$ cat config.mk
export PLATFORM = sky130hd
export DESIGN_NAME = extended_euclid_gcd_core
export DESIGN_NICKNAME = d
export VERILOG_FILES = /design/src/rtl/xgcd_pkg.sv /design/src/rtl/xgcd_ctrl.sv /design/src/rtl/xgcd_datapath.sv /design/src/rtl/extended_euclid_gcd_core.sv
export SDC_FILE = /design/constraint.sdc
export NUM_CORES = 2
export LEC_CHECK = 0
export BUFFER_PORTS_ARGS = -buffer_cell sky130_fd_sc_hd__buf_2
export CORE_MARGIN = 4
export CORE_UTILIZATION = 43
export CTS_CLUSTER_DIAMETER = 200
export DETAILED_ROUTE_END_ITERATION = 7
export GPL_TIMING_DRIVEN = 0
export PLACE_DENSITY = 0.65
export SLEW_MARGIN = 15
export SYNTH_ARGS = -nofsm -noshare
export SYNTH_HDL_FRONTEND = slang
export SYNTH_SLANG_ARGS = --single-unit
$ cat constraint.sdc
create_clock -name clk -period 10.83 [get_ports clk]
set_clock_uncertainty 0.15 [all_clocks]
set_input_delay 1.083 -clock clk [delete_from_list [all_inputs] [get_ports clk]]
set_output_delay 1.083 -clock clk [all_outputs]
set_load 0.1 [all_outputs]
$ cat src/rtl/xgcd_pkg.sv
package xgcd_pkg;

    // default signed word width; operands are one bit narrower
    localparam int DEFAULT_OPERAND_WIDTH = 64;

    typedef enum logic [2:0] {
        ST_IDLE,
        ST_TEST,
        ST_ALIGN,
        ST_DIVIDE,
        ST_UPDATE
    } xgcd_state_t;

    // commands from the controller to the datapath
    typedef struct packed {
        logic load;     // take a new request
        logic setup;    // prepare one euclid step
        logic shift;    // double the aligned divisor
        logic step;     // one quotient bit
        logic update;   // shift the remainder sequence along
    } xgcd_cmd_t;

    // status from the datapath to the controller
    typedef struct packed {
        logic rcur_zero;    // current remainder is zero, result ready
        logic align_more;   // divisor can still be doubled
        logic count_zero;   // last quotient bit in progress
    } xgcd_status_t;

endpackage

$ cat src/rtl/xgcd_ctrl.sv
module xgcd_ctrl (
    input  logic                  clk,
    input  logic                  rst_n,
    input  logic                  start,
    input  xgcd_pkg::xgcd_status_t status,
    output xgcd_pkg::xgcd_cmd_t    cmd,
    output logic                  busy,
    output logic                  done
);

    xgcd_pkg::xgcd_state_t state_reg;
    xgcd_pkg::xgcd_state_t state_next;
    logic                  done_reg;
    logic                  done_next;

    always_ff @(posedge clk or negedge rst_n)
    begin
        if (!rst_n)
        begin
            state_reg <= xgcd_pkg::ST_IDLE;
            done_reg  <= 1'b0;
        end
        else
        begin
            state_reg <= state_next;
            done_reg  <= done_next;
        end
    end

    always_comb
    begin
        state_next = state_reg;
        done_next  = 1'b0;
        cmd        = '0;
        case (state_reg)
            xgcd_pkg::ST_IDLE:
            begin
                if (start)
                begin
                    cmd.load   = 1'b1;
                    state_next = xgcd_pkg::ST_TEST;
                end
            end
            xgcd_pkg::ST_TEST:
            begin
                if (status.rcur_zero)
                begin
                    done_next  = 1'b1;
                    state_next = xgcd_pkg::ST_IDLE;
                end
                else
                begin
                    cmd.setup  = 1'b1;
                    state_next = xgcd_pkg::ST_ALIGN;
                end
            end
            xgcd_pkg::ST_ALIGN:
            begin
                if (status.align_more)
                begin
                    cmd.shift = 1'b1;
                end
                else
                begin
                    state_next = xgcd_pkg::ST_DIVIDE;
                end
            end
            xgcd_pkg::ST_DIVIDE:
            begin
                cmd.step = 1'b1;
                if (status.count_zero)
                begin
                    state_next = xgcd_pkg::ST_UPDATE;
                end
            end
            xgcd_pkg::ST_UPDATE:
            begin
                cmd.update = 1'b1;
                state_next = xgcd_pkg::ST_TEST;
            end
            default:
            begin
                state_next = xgcd_pkg::ST_IDLE;
            end
        endcase
    end

    assign busy = (state_reg != xgcd_pkg::ST_IDLE);
    assign done = done_reg;

endmodule

$ cat src/rtl/xgcd_datapath.sv
module xgcd_datapath #(
    parameter int OPERAND_WIDTH = xgcd_pkg::DEFAULT_OPERAND_WIDTH
) (
    input  logic                          clk,
    input  xgcd_pkg::xgcd_cmd_t           cmd,
    input  logic [OPERAND_WIDTH-2:0]      operand_a,
    input  logic [OPERAND_WIDTH-2:0]      operand_b,
    output xgcd_pkg::xgcd_status_t        status,
    output logic [OPERAND_WIDTH-2:0]      divisor,
    output logic signed [OPERAND_WIDTH-1:0] coeff_a,
    output logic signed [OPERAND_WIDTH-1:0] coeff_b
);

    localparam int RW = OPERAND_WIDTH - 1;
    localparam int CW = OPERAND_WIDTH;
    localparam int KW = $clog2(OPERAND_WIDTH - 1);

    logic [RW-1:0] r_prev_reg;
    logic [RW-1:0] r_cur_reg;
    logic [CW-1:0] s_prev_reg;
    logic [CW-1:0] s_cur_reg;
    logic [CW-1:0] t_prev_reg;
    logic [CW-1:0] t_cur_reg;
    logic [RW-1:0] rem_reg;
    logic [RW-1:0] d_reg;
    logic [KW-1:0] k_reg;
    logic [CW-1:0] acc_s_reg;
    logic [CW-1:0] acc_t_reg;

    logic [CW-1:0] d_dbl;
    logic          q_bit;
    logic [CW-1:0] acc_s_next;
    logic [CW-1:0] acc_t_next;

    // doubled divisor against the dividend, one bit wider to avoid overflow
    assign d_dbl = {d_reg, 1'b0};
    assign q_bit = (rem_reg >= d_reg);
    // horner form of q * s_cur and q * t_cur, msb first, modulo 2^w
    assign acc_s_next = {acc_s_reg[CW-2:0], 1'b0} + (q_bit ? s_cur_reg : '0);
    assign acc_t_next = {acc_t_reg[CW-2:0], 1'b0} + (q_bit ? t_cur_reg : '0);

    always_ff @(posedge clk)
    begin
        if (cmd.load)
        begin
            r_prev_reg <= operand_a;
            r_cur_reg  <= operand_b;
            s_prev_reg <= CW'(1);
            s_cur_reg  <= '0;
            t_prev_reg <= '0;
            t_cur_reg  <= CW'(1);
        end
        if (cmd.setup)
        begin
            rem_reg   <= r_prev_reg;
            d_reg     <= r_cur_reg;
            k_reg     <= '0;
            acc_s_reg <= '0;
            acc_t_reg <= '0;
        end
        if (cmd.shift)
        begin
            d_reg <= d_reg << 1;
            k_reg <= k_reg + KW'(1);
        end
        if (cmd.step)
        begin
            if (q_bit)
            begin
                rem_reg <= rem_reg - d_reg;
            end
            acc_s_reg <= acc_s_next;
            acc_t_reg <= acc_t_next;
            d_reg     <= d_reg >> 1;
            k_reg     <= k_reg - KW'(1);
        end
        if (cmd.update)
        begin
            r_prev_reg <= r_cur_reg;
            r_cur_reg  <= rem_reg;
            s_prev_reg <= s_cur_reg;
            s_cur_reg  <= s_prev_reg - acc_s_reg;
            t_prev_reg <= t_cur_reg;
            t_cur_reg  <= t_prev_reg - acc_t_reg;
        end
    end

    assign status.rcur_zero  = (r_cur_reg == '0);
    assign status.align_more = (d_dbl <= {1'b0, r_prev_reg});
    assign status.count_zero = (k_reg == '0);

    assign divisor = r_prev_reg;
    assign coeff_a = s_prev_reg;
    assign coeff_b = t_prev_reg;

endmodule

$ cat src/rtl/extended_euclid_gcd_core.sv
// channel   | handshake          | payload                       | direction
// ----------+--------------------+-------------------------------+----------
// request   | start, busy        | operand_a, operand_b          | in
// result    | done (one strobe)  | divisor, coeff_a, coeff_b     | out
//
// one request at a time; start is taken at an edge where busy is low
// each euclid step runs a test, an align loop that doubles the divisor, a
// shift-subtract divide loop over its quotient bits and an update; a final
// test finds the remainder zero and the registered done strobe follows
// reset clears the controller only; the datapath has no reset and keeps its result between requests
// done is high for exactly one cycle and the result ports hold while busy is low
module extended_euclid_gcd_core #(
    parameter int OPERAND_WIDTH = xgcd_pkg::DEFAULT_OPERAND_WIDTH
) (
    input  logic                            clk,
    input  logic                            rst_n,
    input  logic                            start,
    output logic                            busy,
    input  logic [OPERAND_WIDTH-2:0]        operand_a,
    input  logic [OPERAND_WIDTH-2:0]        operand_b,
    output logic                            done,
    output logic [OPERAND_WIDTH-2:0]        divisor,
    output logic signed [OPERAND_WIDTH-1:0] coeff_a,
    output logic signed [OPERAND_WIDTH-1:0] coeff_b
);

    xgcd_pkg::xgcd_cmd_t    cmd;
    xgcd_pkg::xgcd_status_t status;

    // sequencer: test, align divisor, divide bit by bit, update sequence
    xgcd_ctrl u_ctrl (
        .clk    (clk),
        .rst_n  (rst_n),
        .start  (start),
        .status (status),
        .cmd    (cmd),
        .busy   (busy),
        .done   (done)
    );

    // remainder and coefficient sequences, with the shared divide unit
    xgcd_datapath #(
        .OPERAND_WIDTH (OPERAND_WIDTH)
    ) u_datapath (
        .clk       (clk),
        .cmd       (cmd),
        .operand_a (operand_a),
        .operand_b (operand_b),
        .status    (status),
        .divisor   (divisor),
        .coeff_a   (coeff_a),
        .coeff_b   (coeff_b)
    );

    // the result strobe only comes once the controller is back at rest
    a_done_idle: assert property (@(posedge clk) disable iff (!rst_n)
        done |-> !busy)
        else $error("result strobe while busy");

    // an accepted request always makes the block busy next cycle
    a_start_busy: assert property (@(posedge clk) disable iff (!rst_n)
        (start && !busy) |=> busy)
        else $error("request accepted but block not busy");

    // a result is only ever given once the remainder sequence has run out
    a_done_final: assert property (@(posedge clk) disable iff (!rst_n)
        done |-> status.rcur_zero)
        else $error("result strobe with nonzero remainder");

    // divide commands never overlap with loading a new request
    a_cmd_excl: assert property (@(posedge clk) disable iff (!rst_n)
        cmd.load |-> !(cmd.step || cmd.update || cmd.shift || cmd.setup))
        else $error("load overlaps a datapath step");

endmodule

==> reports/results.txt <==
The launching instance or port of the critical path is u_datapath.d_reg[1]. Buffers inserted to repair hold after CTS numbered 0. Counting every instance in the synthesized netlist gives 5224. The register area share after synthesis came out at 0.401. The port buffer count was 321; the smallest hold slack was 0.0914 ns. Share of cells above drive strength 1: 0.0933. The detail-routed via count per cell was 5.71; the number of DRC markers in iteration 0 was 3517. Site row count: 120. The type of the most critical hold path was in -> async.

The startpoint type of the worst setup path was a flop. The headroom to the max-slew limit was 0.170; the final routed wirelength across all metal layers was 149 mm. The total number of H-tree levels came out at 3. The share of async-settable or async-resettable flops after synthesis is 0.00619, and the peak clock frequency supported by timing is 122 MHz. The maximum number of pins on one net before global-route repair was 97; the area share of the largest cell type after synthesis was 0.371. The detail route stage leaves a number of antenna-violating nets equal to 0. The critical path endpoint category was a flop.

Summed over all nets, the half-perimeter wirelength after detailed placement is 116 mm. The slowest cell on the critical path is o21ai_1. Data on the critical path is required at its endpoint by 11.07 ns. edfxtp_1 takes more of the synthesized area than any other cell. The post-synthesis average cell area was 8.95 um2; the routability congestion estimate from global placement was 0.939.

In the final layout, flip-flops and latches occupy 18700 um2. The sum of overflow across all layers after global routing was 0. The number of global-route vias before repair is 39.3k. The first global-routing pass estimated 226 mm of wire. The buffer and inverter count on the worst path came out at 3. Max-cap violations in this run came to 0. The critical path capture point is u_datapath.acc_s_reg[57].

The global router's overall resource usage came out at 0.253. For this design the top-level I/O count stands at 322. The largest single stage delay on the critical path is 0.53 ns. Dividing the detail-routed wire length by the instance count gives 21.0 um. The count of flip-flops with a built-in enable after synthesis was 578. The run gives 84 as the count of cell types in the netlist. The tools report the initial core utilization as 0.435. The worst register-to-register path begins at u_datapath.d_reg[1]. The area overhead of the layout relative to synthesis came out at 13.4%. The final critical-path required period was 8.19 ns; the number of gates on the worst path with buffers counted was 25.

The final max-slew violation count is 0. Post-route fraction of the period consumed by the critical path: 0.756. The setup path with the least slack is of type reg -> reg.

Yosys attributes the largest share of cell area to edfxtp_1 37%, ha_1 10%, nand2_1 5.6%, a21oi_1 4.3%, a21o_1 3.7%. Measured along the y axis, the die boundary spans 338 um. Summing all multi-input logic gate instances after layout gives 25700 um2. Once placement finished, the instance area stood at 50400 um2. The filler cells instantiated in the layout total 10.3k. Across all layers, the routed design uses 40.6k vias. The synthesized netlist net count was 5736. The setup check on the worst reg-to-reg path leaves a slack of 2.64 ns. After floorplanning, the core was sized to cover 108000 um2.

TritonCTS built the clock tree. The layout net count is 6150. The critical register-to-register path endpoint is u_datapath.acc_s_reg[57].

For the worst-skew pair, the clock arrives at the later sink with an insertion delay of 0.68 ns. The initial antenna violation count came out at 2. The number of setup buffers added after CTS is 0. Setup repair after global routing left no endpoint under its margin. The utilization after layout is 0.493, and the post-synthesis sequential element count is 646. The run finished with clean final reports. Post-CTS repair changed the size of 0 cells. The cell chosen for the clock root is clkbuf_16.

The area enclosed by the die boundary is 114000 um2, and the count of endpoints failing hold in the final timing report is 0. The run gives 8.43 ns as the data arrival time of the critical path. Summing all non-filler instances in the final layout gives an area of 53000 um2. Setup violations remaining at the end of the flow were counted as 0. The number of warnings printed during yosys synthesis is 0.

The clock-pin slew on the worst setup and hold paths was 0.06 ns. For the buffer levels on the longest clock path, the log shows 3. From left edge to right edge, the die measures 338 um. Cell class contributing the biggest share of worst-path delay: compound AO/OA/AOI/OAI gates. In this run, CTS created clock tree buffers numbering 81. The TritonCTS sink count is 646, and the highest fanout seen on the critical path is 10. The total DRC errors in the routed layout is 0.

Among all flip-flop cells after synthesis, the most frequent one is edfxtp_1. Measured in cells, the most critical reg-to-reg path has a length of 25. The detailed-router iteration count before antenna repair is 6, and the synthesized cell area is 46800 um2.

For the pin with the worst max-slew slack, the measured transition is 1.24 ns.
per-stage QoR:
stage          worst slack (ns)  TNS (ns)  std cells
2_1_floorplan             0.207         0       5224
3_3_place_gp              -5.65  -2145.29       6948
3_5_place_dp               2.85         0       6958
4_1_cts                    2.79         0       7106
5_1_grt                    2.25         0       7106
6_report                   2.64         0       7107
synthesized netlist by cell type, types with 18 or more instances:
| master | instances |
|---|---|
| o21bai_1 | 64 |
| nor2_1 | 435 |
| mux2i_1 | 113 |
| edfxtp_1 | 578 |
| xnor2_1 | 155 |
| xor2_1 | 117 |
| buf_2 | 22 |
| and3_1 | 167 |
| o21ai_0 | 205 |
| o31ai_1 | 24 |
| nand2b_1 | 38 |
| ha_1 | 378 |
| inv_1 | 342 |
| a21oi_1 | 401 |
| nor2b_1 | 149 |
| o211ai_1 | 34 |
| a21o_1 | 232 |
| and2_1 | 28 |
| nand4_1 | 98 |
| nand2_1 | 695 |
| nor3_1 | 54 |
| clkbuf_1 | 240 |
| dfxtp_1 | 64 |
| o21ai_1 | 78 |
| mux2_2 | 20 |
| a211oi_1 | 34 |
| nor4_1 | 37 |
| nand3_1 | 76 |
| a31oi_1 | 40 |
| or3_1 | 18 |
| o21a_1 | 34 |
routing by layer:
metal	wire length, um	track usage	part of all wire	vias up
met1	66500	0.347	0.45	19400
met4	4080	0.0742	0.027	2
met3	10500	0.0404	0.070	213
met5	13	0	0.000087	-
met2	67900	0.414	0.46	1323
li1	-	-	-	19600
cells in the final DEF (no fill, tap or decap), drive strengths merged, types with 18 or more instances in the layout:
cell type / n
o21a: 34
o21bai: 64
a21o: 232
nand2b: 38
clkinv: 35
xor2: 117
o31ai: 24
xnor2: 155
or2: 18
nor2b: 149
a31oi: 41
mux2: 20
dfxtp: 64
buf: 359
clkbuf: 341
and2: 28
o21ai: 283
nor3: 55
a211oi: 34
mux2i: 113
edfxtp: 578
inv: 345
o211ai: 34
nor2: 435
or3: 18
and3: 167
nor4: 37
a21oi: 402
nand3: 76
ha: 378
nand4: 98
a21boi: 22
nand2: 695
final cells by class:
class | count | share of cell area
Clock inverter | 47 | 0.00875
Sequential cell | 646 | 0.353
Buffer | 268 | 0.0198
Clock buffer | 101 | 0.0402
Timing Repair Buffer | 331 | 0.0349
Antenna cell | 1 | 0.0000472
Tap cell | 1403 | 0.0331
Inverter | 342 | 0.0244
Multi-Input combinational cell | 3968 | 0.485
worst min-delay path by stage:
stage,start,end,slack (ns),depth (start not counted)
after CTS,rst_n,u_ctrl.state_reg[2],0.05,1
after floorplan,u_datapath.s_cur_reg[0],u_datapath.coeff_a[0],0.35,1
after detailed placement,u_datapath.s_cur_reg[0],u_datapath.coeff_a[0],0.37,1
after global routing,rst_n,u_ctrl.state_reg[2],0.08,1
after global placement,u_datapath.s_cur_reg[0],u_datapath.coeff_a[0],0.36,1
final,rst_n,u_ctrl.state_reg[2],0.09,1
kinds of logic after synthesis:
logic type	share of synthesized area
AND/OR/NAND/NOR	0.188
AO/OA/AOI/OAI	0.179
flip-flops	0.401
buffers and inverters	0.0498
adder cells (fa/ha/maj)	0.103
XOR/XNOR	0.0509
multiplexers	0.0290
Power is not shown: default switching activity piles up to over one toggle a cycle in this logic, so the estimate is an artifact.
